===== config.mk =====
export PLATFORM = sky130hd
export DESIGN_NAME = png_chunk_stream_walker
export DESIGN_NICKNAME = d
export VERILOG_FILES = /design/src/rtl/core/pcsw_pkg.sv /design/src/rtl/core/png_chunk_stream_walker.sv
export SDC_FILE = /design/constraint.sdc
export NUM_CORES = 1
export LEC_CHECK = 0
export ABC_AREA = 1
export BUFFER_PORTS_ARGS = -buffer_cell sky130_fd_sc_hd__buf_2
export CORE_ASPECT_RATIO = 1.1
export CORE_MARGIN = 2
export CORE_UTILIZATION = 60
export DETAILED_ROUTE_END_ITERATION = 10
export PLACE_DENSITY = 0.79
export SYNTH_ARGS = -nofsm -noshare
export SYNTH_HDL_FRONTEND = slang
export SYNTH_SLANG_ARGS = --single-unit

===== constraint.sdc =====
create_clock -name clock -period 11.8 [get_ports clock]
set_input_delay 1.18 -clock clock [delete_from_list [all_inputs] [get_ports clock]]
set_output_delay 1.18 -clock clock [all_outputs]
set_load 0.02 [all_outputs]

===== src/rtl/core/pcsw_pkg.sv =====
package pcsw_pkg;

   // largest file the scan buffer covers
   localparam int unsigned MAX_FILE_BYTES = 4096;
   localparam int unsigned POS_W          = 13;

   localparam logic [POS_W-1:0] MAX_SIZE  = POS_W'(MAX_FILE_BYTES);
   localparam logic [31:0]      TYPE_IHDR = 32'h4948_4452;
   localparam logic [31:0]      TYPE_IEND = 32'h4945_4E44;
   localparam logic [31:0]      IHDR_LEN  = 32'd13;
   localparam logic [POS_W:0]   HDR_BYTES = (POS_W+1)'(12);
   localparam logic [POS_W-1:0] IHDR_TAIL = POS_W'(9);
   localparam logic [POS_W-1:0] CRC_BYTES = POS_W'(4);

   // eight signature bytes in file order
   localparam logic [7:0] SIG_BYTES [8] = '{
      8'h89, 8'h50, 8'h4E, 8'h47, 8'h0D, 8'h0A, 8'h1A, 8'h0A
   };

   typedef enum logic [2:0] {
      PH_SIG,
      PH_HDR,
      PH_IHDR,
      PH_SKIP,
      PH_TAIL
   } phase_type;

   typedef enum logic [2:0] {
      ST_CHUNK    = 3'd0,
      ST_IHDR_OK  = 3'd1,
      ST_BAD_SIG  = 3'd2,
      ST_ESCAPE   = 3'd3,
      ST_IHDR_REJ = 3'd4,
      ST_IEND     = 3'd5,
      ST_NO_IEND  = 3'd6
   } status_type;

   typedef struct packed {
      logic [7:0] data_byte;
      logic       first_byte;
   } req_type;

   typedef struct packed {
      logic [2:0]       status;
      logic [31:0]      chunk_tag;
      logic [31:0]      chunk_length;
      logic [POS_W-1:0] chunk_offset;
      logic [31:0]      image_width;
      logic [31:0]      image_height;
   } rsp_type;

endpackage


===== src/rtl/core/png_chunk_stream_walker.sv =====
// channel | dir | handshake          | word
// req     | in  | req_valid/req_stall | pcsw_pkg::req_type (one file byte, restart flag)
// rsp     | out | rsp_valid/rsp_stall | pcsw_pkg::rsp_type (status and chunk fields)
// csr     | in  | csr_write          | file size, 13 bits
//
// one byte per cycle while req_stall is low; the whole per-byte update is one
// pass of logic from the input word into the scan registers and the result register
// a result is presented the cycle after the byte that causes it when the
// result buffer is empty, later when older results are still waiting
// a two-word result buffer keeps bytes flowing while a result waits; input
// stalls only when both result words are held
// synchronous reset clears the scan state, the file size and the result buffer
module png_chunk_stream_walker (
   input  logic                        clock,
   input  logic                        reset,
   input  logic                        req_valid,
   output logic                        req_stall,
   input  pcsw_pkg::req_type           req_data,
   output logic                        rsp_valid,
   input  logic                        rsp_stall,
   output pcsw_pkg::rsp_type           rsp_data,
   input  logic                        csr_write,
   input  logic [pcsw_pkg::POS_W-1:0]  csr_wdata
);

   logic [pcsw_pkg::POS_W-1:0] size_ff;
   pcsw_pkg::phase_type        phase_ff, phase_in;
   logic [pcsw_pkg::POS_W-1:0] pos_ff, pos_in;
   logic [3:0]                 fcount_ff, fcount_in;
   logic [31:0]                len_ff, len_in;
   logic [31:0]                ctype_ff, ctype_in;
   logic [31:0]                width_ff, width_in;
   logic [31:0]                height_ff, height_in;
   logic [pcsw_pkg::POS_W-1:0] skip_ff, skip_in;
   logic [pcsw_pkg::POS_W-1:0] hstart_ff, hstart_in;
   logic                       done_ff, done_in;

   logic [pcsw_pkg::POS_W-1:0] size_eff;
   logic                       req_take;
   logic                       rsp_take;
   logic                       fire;
   pcsw_pkg::status_type       status;
   pcsw_pkg::rsp_type          new_rsp;
   logic [7:0]                 b;

   pcsw_pkg::rsp_type          main_ff;
   pcsw_pkg::rsp_type          skid_ff;
   logic                       main_v_ff;
   logic                       skid_v_ff;

   // handshakes
   assign req_stall = skid_v_ff;
   assign req_take  = req_valid && !req_stall;
   assign rsp_valid = main_v_ff;
   assign rsp_data  = main_ff;
   assign rsp_take  = main_v_ff && !rsp_stall;

   assign size_eff = (size_ff > pcsw_pkg::MAX_SIZE) ? pcsw_pkg::MAX_SIZE : size_ff;
   assign b        = req_data.data_byte;

   // per-byte scan update
   always_comb begin
      if (req_data.first_byte) begin
         phase_in  = pcsw_pkg::PH_SIG;
         pos_in    = '0;
         fcount_in = '0;
         len_in    = '0;
         ctype_in  = '0;
         width_in  = '0;
         height_in = '0;
         skip_in   = '0;
         hstart_in = '0;
         done_in   = 1'b0;
      end else begin
         phase_in  = phase_ff;
         pos_in    = pos_ff;
         fcount_in = fcount_ff;
         len_in    = len_ff;
         ctype_in  = ctype_ff;
         width_in  = width_ff;
         height_in = height_ff;
         skip_in   = skip_ff;
         hstart_in = hstart_ff;
         done_in   = done_ff;
      end
      fire   = 1'b0;
      status = pcsw_pkg::ST_CHUNK;

      if (pos_in < size_eff) begin
         pos_in = pos_in + 1'b1;
         if (!done_in) begin
            case (phase_in)
               pcsw_pkg::PH_SIG: begin
                  if (b != pcsw_pkg::SIG_BYTES[pos_in[2:0] - 3'd1]) begin
                     fire    = 1'b1;
                     status  = pcsw_pkg::ST_BAD_SIG;
                     done_in = 1'b1;
                  end else if (pos_in >= pcsw_pkg::POS_W'(8)) begin
                     phase_in  = pcsw_pkg::PH_HDR;
                     fcount_in = '0;
                  end
               end
               pcsw_pkg::PH_HDR: begin
                  if (fcount_in == 4'd0 &&
                      {1'b0, pos_in - 1'b1} + pcsw_pkg::HDR_BYTES > {1'b0, size_eff}) begin
                     phase_in = pcsw_pkg::PH_TAIL;
                  end else begin
                     if (fcount_in == 4'd0) begin
                        hstart_in = pos_in - 1'b1;
                        len_in    = '0;
                        ctype_in  = '0;
                     end
                     if (fcount_in < 4'd4) begin
                        len_in = {len_in[23:0], b};
                     end else begin
                        ctype_in = {ctype_in[23:0], b};
                     end
                     fcount_in = fcount_in + 4'd1;
                     if (fcount_in >= 4'd8) begin
                        fcount_in = '0;
                        fire      = 1'b1;
                        if ({21'd0, hstart_in} + 34'd12 + {2'd0, len_in} >
                            {21'd0, size_eff}) begin
                           status  = pcsw_pkg::ST_ESCAPE;
                           done_in = 1'b1;
                        end else if (ctype_in == pcsw_pkg::TYPE_IEND) begin
                           status  = pcsw_pkg::ST_IEND;
                           done_in = 1'b1;
                        end else if (ctype_in == pcsw_pkg::TYPE_IHDR) begin
                           if (len_in != pcsw_pkg::IHDR_LEN) begin
                              status  = pcsw_pkg::ST_IHDR_REJ;
                              done_in = 1'b1;
                           end else begin
                              status   = pcsw_pkg::ST_CHUNK;
                              phase_in = pcsw_pkg::PH_IHDR;
                           end
                        end else begin
                           // length is bounded by the file size here
                           status   = pcsw_pkg::ST_CHUNK;
                           skip_in  = len_in[pcsw_pkg::POS_W-1:0] + pcsw_pkg::CRC_BYTES;
                           phase_in = pcsw_pkg::PH_SKIP;
                        end
                     end
                  end
               end
               pcsw_pkg::PH_IHDR: begin
                  if (fcount_in < 4'd4) begin
                     width_in = {(fcount_in == 4'd0) ? 24'd0 : width_in[23:0], b};
                  end else begin
                     height_in = {(fcount_in == 4'd4) ? 24'd0 : height_in[23:0], b};
                  end
                  fcount_in = fcount_in + 4'd1;
                  if (fcount_in >= 4'd8) begin
                     fcount_in = '0;
                     fire      = 1'b1;
                     if (width_in == 32'd0 || height_in == 32'd0) begin
                        status  = pcsw_pkg::ST_IHDR_REJ;
                        done_in = 1'b1;
                     end else begin
                        status   = pcsw_pkg::ST_IHDR_OK;
                        skip_in  = pcsw_pkg::IHDR_TAIL;
                        phase_in = pcsw_pkg::PH_SKIP;
                     end
                  end
               end
               pcsw_pkg::PH_SKIP: begin
                  if (skip_in != '0) begin
                     skip_in = skip_in - 1'b1;
                  end
                  if (skip_in == '0) begin
                     phase_in  = pcsw_pkg::PH_HDR;
                     fcount_in = '0;
                  end
               end
               default: begin
               end
            endcase

            // last byte of an unfinished scan
            if (!fire && !done_in && pos_in == size_eff) begin
               fire    = 1'b1;
               done_in = 1'b1;
               if (phase_in == pcsw_pkg::PH_SIG) begin
                  status = pcsw_pkg::ST_BAD_SIG;
               end else begin
                  status = pcsw_pkg::ST_NO_IEND;
               end
            end
         end
      end
   end

   // result word from the updated state
   always_comb begin
      new_rsp.status       = status;
      new_rsp.chunk_tag    = ctype_in;
      new_rsp.chunk_length = len_in;
      new_rsp.chunk_offset = hstart_in;
      new_rsp.image_width  = width_in;
      new_rsp.image_height = height_in;
   end

   // size register
   always_ff @(posedge clock) begin
      if (reset) begin
         size_ff <= '0;
      end else if (csr_write) begin
         size_ff <= csr_wdata;
      end
   end

   // scan state
   always_ff @(posedge clock) begin
      if (reset) begin
         phase_ff  <= pcsw_pkg::PH_SIG;
         pos_ff    <= '0;
         fcount_ff <= '0;
         len_ff    <= '0;
         ctype_ff  <= '0;
         width_ff  <= '0;
         height_ff <= '0;
         skip_ff   <= '0;
         hstart_ff <= '0;
         done_ff   <= 1'b0;
      end else if (req_take) begin
         phase_ff  <= phase_in;
         pos_ff    <= pos_in;
         fcount_ff <= fcount_in;
         len_ff    <= len_in;
         ctype_ff  <= ctype_in;
         width_ff  <= width_in;
         height_ff <= height_in;
         skip_ff   <= skip_in;
         hstart_ff <= hstart_in;
         done_ff   <= done_in;
      end
   end

   // two-word result buffer, head word drives the port
   always_ff @(posedge clock) begin
      if (reset) begin
         main_v_ff <= 1'b0;
         skid_v_ff <= 1'b0;
      end else if (rsp_take) begin
         if (skid_v_ff) begin
            skid_v_ff <= 1'b0;
         end else if (!(req_take && fire)) begin
            main_v_ff <= 1'b0;
         end
      end else if (req_take && fire) begin
         if (!main_v_ff) begin
            main_v_ff <= 1'b1;
         end else begin
            skid_v_ff <= 1'b1;
         end
      end
   end

   always_ff @(posedge clock) begin
      if (rsp_take) begin
         if (skid_v_ff) begin
            main_ff <= skid_ff;
         end else if (req_take && fire) begin
            main_ff <= new_rsp;
         end
      end else if (req_take && fire) begin
         if (!main_v_ff) begin
            main_ff <= new_rsp;
         end else begin
            skid_ff <= new_rsp;
         end
      end
   end

`ifndef ASSERT_OFF
   // the second word is only ever behind a valid head word
   assert property (@(posedge clock) disable iff (reset) skid_v_ff |-> main_v_ff)
      else $error("result buffer holds a second word without a head word");

   // a finished scan stays finished until a restart byte comes in
   assert property (@(posedge clock) disable iff (reset)
      done_ff && !(req_take && req_data.first_byte) |=> done_ff)
      else $error("scan end flag dropped without a restart");

   // a full buffer with the head stalled keeps both words
   assert property (@(posedge clock) disable iff (reset)
      skid_v_ff && rsp_stall |=> skid_v_ff && main_v_ff)
      else $error("buffered result lost while stalled");

   // byte position never runs past the buffer size
   assert property (@(posedge clock) disable iff (reset) pos_ff <= pcsw_pkg::MAX_SIZE)
      else $error("byte position beyond buffer size");
`endif

endmodule

==> flow_summary.ini <==
[sta]
finalSetupTns_ns = 0
min_period_ns = 7.716
fin_skew_ns = 0.01784
setup_viol = 0
fmax_ghz = 0.1296
relSlewSlack = 0.2916
post-route-period-util = 0.6539
hold_viol_final = 0
rsz0062_at_grt = no
worstMarginPinSlew_ns = 1.063
drv_slew = 0

[placed_design]
io_buffers = 172
dp_hpwl_um = 55400
routabilityCongestion = 0.9989
placed_cell_area_um2 = 28970
dpl.cell_count = 4395

[critical_path]
cp_max_fo = 73
worstReg2RegStart = pos_ff[2]
r2r_slack_ns = 5.31
crit_top_cell = nand2_1
crit_path_top_delay_cell = nor2_8
reg2reg_to = rsp_data[113]
start_kind = input pin
critical-path-max-stage-delay_ns = 0.86
r2r_cells = 30
critical_path_class = input pin to flip-flop
endpoint_kind = flip-flop
cp.arrival_ns = 8.17
cp.required_ns = 12.26

[synthesis]
synth_edf_count = 288
ys.flop_type = edfxtp_1
ys_seq_elements = 478
synthArstFlopShare = 0
synth.largest_area_cell = edfxtp_1
synth_nets = 3899
synth.most_common_cell = nand2_1
synth.top_cells.by_count = nand2_1 (1000), inv_1 (461), o21ai_0 (417)
syn-cell-area_um2 = 28000
netlist_instances = 3795
synth.avg_cell_area_um2 = 7.379
seq_area_frac_synth = 0.4446
yosysWarningCount = 0
synth.area.top_cells = edfxtp_1 (31%), dfxtp_1 (14%), nand2_1 (13%)
synth_top_area_frac = 0.3088
synth_cell_types = 56

[routing]
drtIter0Drc = 2513
route.detailed.drc = 0
routedWlPerCell_um = 17.73
vias = 25710
routed_wl_um = 79530
drt-vias-per-instance = 5.732
drt.antenna.violating_nets = 0
firstDrtPassIters = 8

[global_route]
track_usage = 0.3257
grt_use_met2 = 0.5350
grt_pass1_wl_um = 126400
grt_use_met3 = 0.04557
met1_usage = 0.4356
grt_pass1_vias = 23660
overflow = 0
top_usage_layer = met2
antenna_found_initial = 0
grt_max_degree = 104

[final_layout]
drive_above_1_share = 0.08948
final_cells = 4485
nets = 3954
final_area_um2 = 30570
syn2layout_area_growth_pct = 9.146
final_util = 0.6584

[clock_network]
htreeDepth = 2
cts_tree = yes
cts-root-buf = clkbuf_16
ctsResizeCount = 0
numCtsBuffers = 48
clockBufferDepth = 3
ctsHoldBuffers = 0
post-cts-setup-buffer-count = 0
clock_latency_ns = 0.60
clkTransAtPathRegs_ns = 0.06
clock-sinks = 478

[floorplanning]
dieArea_um2 = 48420
rows = 83
core_area_um2 = 46420
floorplan.initialDensity = 0.6033
die_w_um = 210.0
die-height_um = 230.6
boundaryPins = 173

[worst_hold_path]
holdPathEnd = pos_ff[12]
hold_path_class = flip-flop to flip-flop
min_from = pos_ff[12]
hold_path_depth = 2

[power_and_ir_drop]
power_density_nw_per_um2 = 179.9
ir_drop_v = 0.0001537
leakage_nw = 13.89

[outcome]
outcome = complete, no violations

[run]
maxCapViolations = 0
==> worst max-delay path: cells and delay by family <==
family | cells | cell delay (ns)
buffers and inverters | 7 | 1.65
xor gates and xnor gates | 1 | 0.13
AOI/OAI and AO/OA | 3 | 0.78
and+or+nand+nor | 19 | 3.78
adders and majority gates | 2 | 0.49
==> state kept, by name, summed over array words and instances, names as in the netlist, 3 cells and up <==
| signal | cells |
|---|---|
| ctype_ff | 32 |
| height_ff | 32 |
| rsp_data | 144 |
| size_ff | 13 |
| skip_ff | 13 |
| pos_ff | 13 |
| hstart_ff | 13 |
| phase_ff | 3 |
| skid_ff | 144 |
| width_ff | 32 |
| fcount_ff | 4 |
| len_ff | 32 |
==> how the worst max path moves through the flow <==
stage                            from             to  depth (start not counted)
after floorplan           req_data[0]    rsp_data[0]                         21
after global placement    req_data[0]   skid_ff[143]                         38
after detailed placement  req_data[0]   skid_ff[143]                         38
after CTS                 req_data[0]   skid_ff[143]                         41
after global routing      req_data[0]  rsp_data[113]                         30
final                     req_data[0]  rsp_data[113]                         32
==> area by class of cell <==
cell class,instances,area [um2]
Antenna cell,1,2.502
Fill cell,4101,15860
Sequential cell,478,12450
Tap cell,595,744.5
Inverter,481,1818
Timing Repair Buffer,204,1106
Multi-Input combinational cell,2637,12850
Clock inverter,22,244.0
Clock buffer,67,1353
==> placed cells by master (no fill, tap or decap), types with 11 or more instances in the layout <==
master / Yosys / routed
inv_2: 15 / 15
nor4_1: 19 / 19
dfxtp_1: 190 / 190
xor2_1: 36 / 36
o211ai_1: 13 / 13
buf_2: 36 / 170
clkbuf_1: 126 / 11
a21oi_1: 219 / 219
nand3_1: 150 / 150
xnor2_1: 12 / 12
buf_4: 11 / 34
clkbuf_16: 0 / 48
nor2_2: 12 / 12
edfxtp_1: 288 / 288
nor2_1: 317 / 313
nor3_1: 32 / 31
o21ai_1: 150 / 150
o31ai_1: 33 / 33
nand4_1: 54 / 54
inv_1: 461 / 460
a31oi_1: 21 / 21
nand2_1: 1000 / 999
ha_1: 76 / 75
o21ai_0: 417 / 417
==> layer usage <==
layer	up-vias	share of wire
met4	0	0.042
met5	-	0
met2	1101	0.46
li1	12630	-
met3	197	0.077
met1	11780	0.42
==> power by group <==
part           switching (mW)  internal [mW]  total (mW)
clock network           0.668          0.893        1.56
registers               0.102           2.09        2.20
logic                    1.27          0.476        1.74
total                    2.04           3.46        5.50
==> through the flow <==
step / hold WS [ns] / setup WS, ns / total power, mW
3_3_place_gp: 0.4579 / 3.634 / 3.921
4_1_cts: 0.4809 / 4.252 / 5.488
3_5_place_dp: 0.4707 / 3.624 / 3.937
5_1_grt: 0.5062 / 3.400 / 5.782
6_report: 0.4817 / 4.084 / 5.499
2_1_floorplan: 0.4454 / 1.051 / 3.467
==> cells by family after synthesis <==
kind of cell | after synthesis | synth area share
compound gates | 886 | 0.1671
buf+inv | 680 | 0.09825
fa+ha+maj | 77 | 0.03467
mux | 1 | 0.0003574
simple gates | 1625 | 0.2400
flops | 478 | 0.4446
xor+xnor | 48 | 0.01501
Power figures use the tool's default switching activity.
